--- src/rtl/pfba_pkg.sv ---
`timescale 1ns / 1ps
package pfba_pkg;

  localparam logic [1:0] OP_INIT  = 2'd0;
  localparam logic [1:0] OP_ALLOC = 2'd1;
  localparam logic [1:0] OP_FREE  = 2'd2;

  localparam logic [1:0] ST_OK      = 2'd0;
  localparam logic [1:0] ST_NO_FREE = 2'd1;
  localparam logic [1:0] ST_BAD     = 2'd2;

  localparam logic REG_RESERVED = 1'b0;

  localparam int PAGE_SHIFT = 12;
  localparam int CFG_W      = 19;

  typedef struct packed {
    logic [1:0]  opcode;
    logic [47:0] free_address;
  } req_t;

  typedef struct packed {
    logic [29:0] page_address;
    logic [1:0]  status;
    logic [18:0] free_count;
  } rsp_t;

  function automatic logic [5:0] lowest_set(input logic [63:0] v);
    logic [5:0] r;
    r = 6'd0;
    for (int i = 63; i >= 0; i--) begin
      if (v[i]) begin
        r = 6'(i);
      end
    end
    return r;
  endfunction

endpackage

--- src/rtl/pfba_cfg.sv ---
`timescale 1ns / 1ps
module pfba_cfg (
  input  logic        clk,
  input  logic        rst,
  input  logic        psel,
  input  logic        penable,
  input  logic        pwrite,
  input  logic [2:0]  paddr,
  input  logic [31:0] pwdata,
  output logic [31:0] prdata,
  output logic        pready,
  output logic [18:0] reserved_frames
);
  import pfba_pkg::*;

  logic wr;

  assign wr     = psel && penable && pwrite;
  assign pready = 1'b1;

  always_ff @(posedge clk) begin
    if (rst) begin
      reserved_frames <= '0;
    end else if (wr && paddr[2] == REG_RESERVED) begin
      reserved_frames <= pwdata[CFG_W-1:0];
    end
  end

  always_comb begin
    prdata = '0;
    if (paddr[2] == REG_RESERVED) begin
      prdata = {{(32-CFG_W){1'b0}}, reserved_frames};
    end
  end

endmodule

--- config.mk ---
export PLATFORM = sky130hd
export DESIGN_NAME = pfba_cfg
export DESIGN_NICKNAME = d
export VERILOG_FILES = /design/src/rtl/pfba_pkg.sv /design/src/rtl/pfba_cfg.sv
export SDC_FILE = /design/constraint.sdc
export NUM_CORES = 1
export LEC_CHECK = 0
export ABC_AREA = 0
export BUFFER_PORTS_ARGS = -buffer_cell sky130_fd_sc_hd__clkbuf_2
export CAP_MARGIN = 40
export CORE_ASPECT_RATIO = 0.6
export CORE_MARGIN = 2
export CORE_UTILIZATION = 35
export DETAILED_ROUTE_END_ITERATION = 12
export GPL_TIMING_DRIVEN = 0
export PLACE_DENSITY = 0.79
export SYNTH_ARGS = -nofsm -noshare
export SYNTH_HDL_FRONTEND = slang
export SYNTH_SLANG_ARGS = --single-unit
--- constraint.sdc ---
create_clock -name clk -period 0.9 [get_ports clk]
set_input_delay 0.18 -clock clk [delete_from_list [all_inputs] [get_ports clk]]
set_output_delay 0.18 -clock clk [all_outputs]
set_load 0.01 [all_outputs]
==> impl_metrics.csv <==
group,metric,value,unit
layout,nets,268,
placement,numPortBuffers,61,
grt,grt_pass1_vias,880,
sta,setup_viol,34,
critical_path,critPathTopFamily,"flip-flops",
clock_tree,clk_pin_slew_worst_paths,0.07,ns
drt,vias_per_cell,4.04,
clock_tree,cts.sinks,19,
die,core_area,2950,sq um
die,rows,15,
grt,use_met2,27.2,%
drt,drc,0,
critical_path,path_cells,"nor2b_1 -> buf_2",
drt,drt_iter0_drc,10,
hold_path,hold_path_class,"input port to flip-flop",
yosys,ys_ff_latch,19,
critical_path,cp_slowest_cell,"dfxtp_2",
clock_tree,cts_inserted_buffers,3,
power_and_ir_drop,power,1.88,mW
grt,grt_pass1_wl,4.12,mm
layout,antenna_cells,0,
grt,grt_max_degree,11,
die,die-area,3680,sq um
drt,vias,1086,
power_and_ir_drop,p_leak,1.01,nW
die,pin_count,92,
grt,busiest_layer,"met2",
yosys,ys_warn_count,0,
sta,rsz0062_at_grt,"true",
sta,worst_slack,-0.160,ns
clock_tree,htreeDepth,1,
die,start_util,37.9,%
drt,drt-wirelength-per-cell,11.6,um
placement,place.gp.congestion,0.655,
layout,reg.largest.list,"reserved_frames x19",
power_and_ir_drop,vdd_drop_max,0.658,mV
layout,syn_to_final_growth,85.2,%
clock_tree,cts-root-buf,"clkbuf_8",
drt,drt_first_pass_iters,4,
sta,finalHoldViolCount,0,
layout,drive_above_1_share,59.9,%
layout,layout_commonest_cell,"nand2b_1",
layout,layout_common_cells,"nand2b_1 (38), buf_6 (37), buf_4 (28)",
clock_tree,cts_tree,"yes",
clock_tree,clk_latency,0.25,ns
die,die_w,76.9,um
power_and_ir_drop,p_per_area,908,nW/um^2
placement,placed_cells,235,
drt,drt_wl_total,3.13,mm
layout,layout.cells.non_filler,269,
critical_path,critPathLaunchType,"flip-flop",
sta,slew_viol_final,0,
grt,antenna_found_initial,0,
outcome,status,"finished with violations",
sta,fin_crit_sh,118,%
critical_path,crit_type,"flip-flop to output pin",
yosys,syn_area_per_cell,9.31,sq um
yosys,synth_cell_type_count,12,
sta,final.min_clock_period,1.06,ns
outcome,violations,"negative setup slack",
critical_path,max_stage_delay,0.34,ns
clock_tree,cts_hold_buf,0,
critical_path,worstPathRequired,0.72,ns
drt,drtAntennaViolNets,0,
critical_path,worstPathArrival,0.88,ns
placement,detailed_place_hpwl,1.87,mm
die,die_h,47.8,um
job,cap_violations,0,
critical_path,crit_fanout,2,
grt,grt_use_total,15.1,%
yosys,netlist_area,1120,sq um
yosys,syn_inst,120,
grt,grt_overflow,0,
yosys,seq_area_frac_synth,34.0,%
grt,use_met1,18.2,%
grt,grt.met3_usage,5.28,%
clock_tree,cts_buffer_depth,2,
critical_path,cp-end-kind,"output pin",
sta,max_freq,943,MHz
sta,finClkSkew,0,ns
layout,largest-register,"reserved_frames",
layout,largest_reg_flops,19,
critical_path,crit_buf_inv,1,
## power breakdown
part	internal [mW]	switching [mW]	total, mW	leakage [nW]
clock	0.315	0.275	0.590	0.0228
sequential	0.863	0.0133	0.876	0.163
combinational	0.249	0.165	0.413	0.826
total	1.43	0.453	1.88	1.01
## kinds of logic after synthesis
group                  share of synthesized area, %
muxes                                          17.0
and+or+nand+nor                                32.8
other                                         0.672
DFF                                            34.0
buffers and inverters                          15.5
## final cells by class
cell class / count / area (sq um)
flip-flops and latches: 19 / 404
multi-input cells: 91 / 639
repair buffers: 91 / 734
fillers: 231 / 877
well taps: 42 / 52.6
plain buffers: 22 / 194
clock buffers: 4 / 45.0
## synthesized netlist by cell type
cell type | instances | area [sq um]
buf_6 | 2 | 22.5
buf_12 | 1 | 20.0
dlygate4sd1_1 | 1 | 8.76
buf_4 | 14 | 105
nor2b_1 | 19 | 119
conb_1 | 2 | 7.51
nand2b_1 | 38 | 238
and4b_1 | 1 | 10.0
clkbuf_1 | 3 | 11.3
dfxtp_1 | 19 | 380
mux2i_1 | 19 | 190
buf_2 | 1 | 5.00
## repair_timing
| action | 4_1_cts | 5_1_grt |
|---|---|---|
| resized for setup | 36 | 68 |
| setup buffers | 18 | 14 |
| endpoints found under the setup margin | 38 | 42 |
| pin swaps | 0 | 0 |
## through the flow
stage,hold WS [ns],setup TNS [ns],area [sq um],setup slack [ns],util (%)
floorplan,0.335,-0.469,1160,-0.0469,-
global placement,0.427,-5.40,1520,-0.266,51.6
detailed placement,0.431,-5.54,1520,-0.254,51.6
CTS,0.151,-3.50,1800,-0.160,61.0
global route,0.156,-5.04,2070,-0.217,70.2
finish,0.154,-3.67,2070,-0.160,70.2
## final timing paths
path / startpoint / depth (start not counted) / end / slack (ns)
setup reg to reg: reserved_frames[15] / 5 / reserved_frames[15] / 0.02
hold / removal: pwdata[8] / 3 / reserved_frames[8] / 0.15
setup / recovery: reserved_frames[6] / 2 / prdata[6] / -0.16
hold reg to reg: reserved_frames[18] / 2 / reserved_frames[18] / 0.48
## layer usage
| metal | vias to the layer above | share of wire [%] |
|---|---|---|
| met4 | 0 | 0.73 |
| met1 | 476 | 42 |
| met5 | - | 0 |
| met2 | 47 | 50 |
| met3 | 4 | 7.3 |
| li1 | 559 | - |
## worst min-delay path, delay by kind of cell
family / cells / cell delay, ns
buf+inv: 1 / 0.08
mux: 1 / 0.06
simple gates: 1 / 0.05
Note: power is estimated with default switching activity, not from simulation.
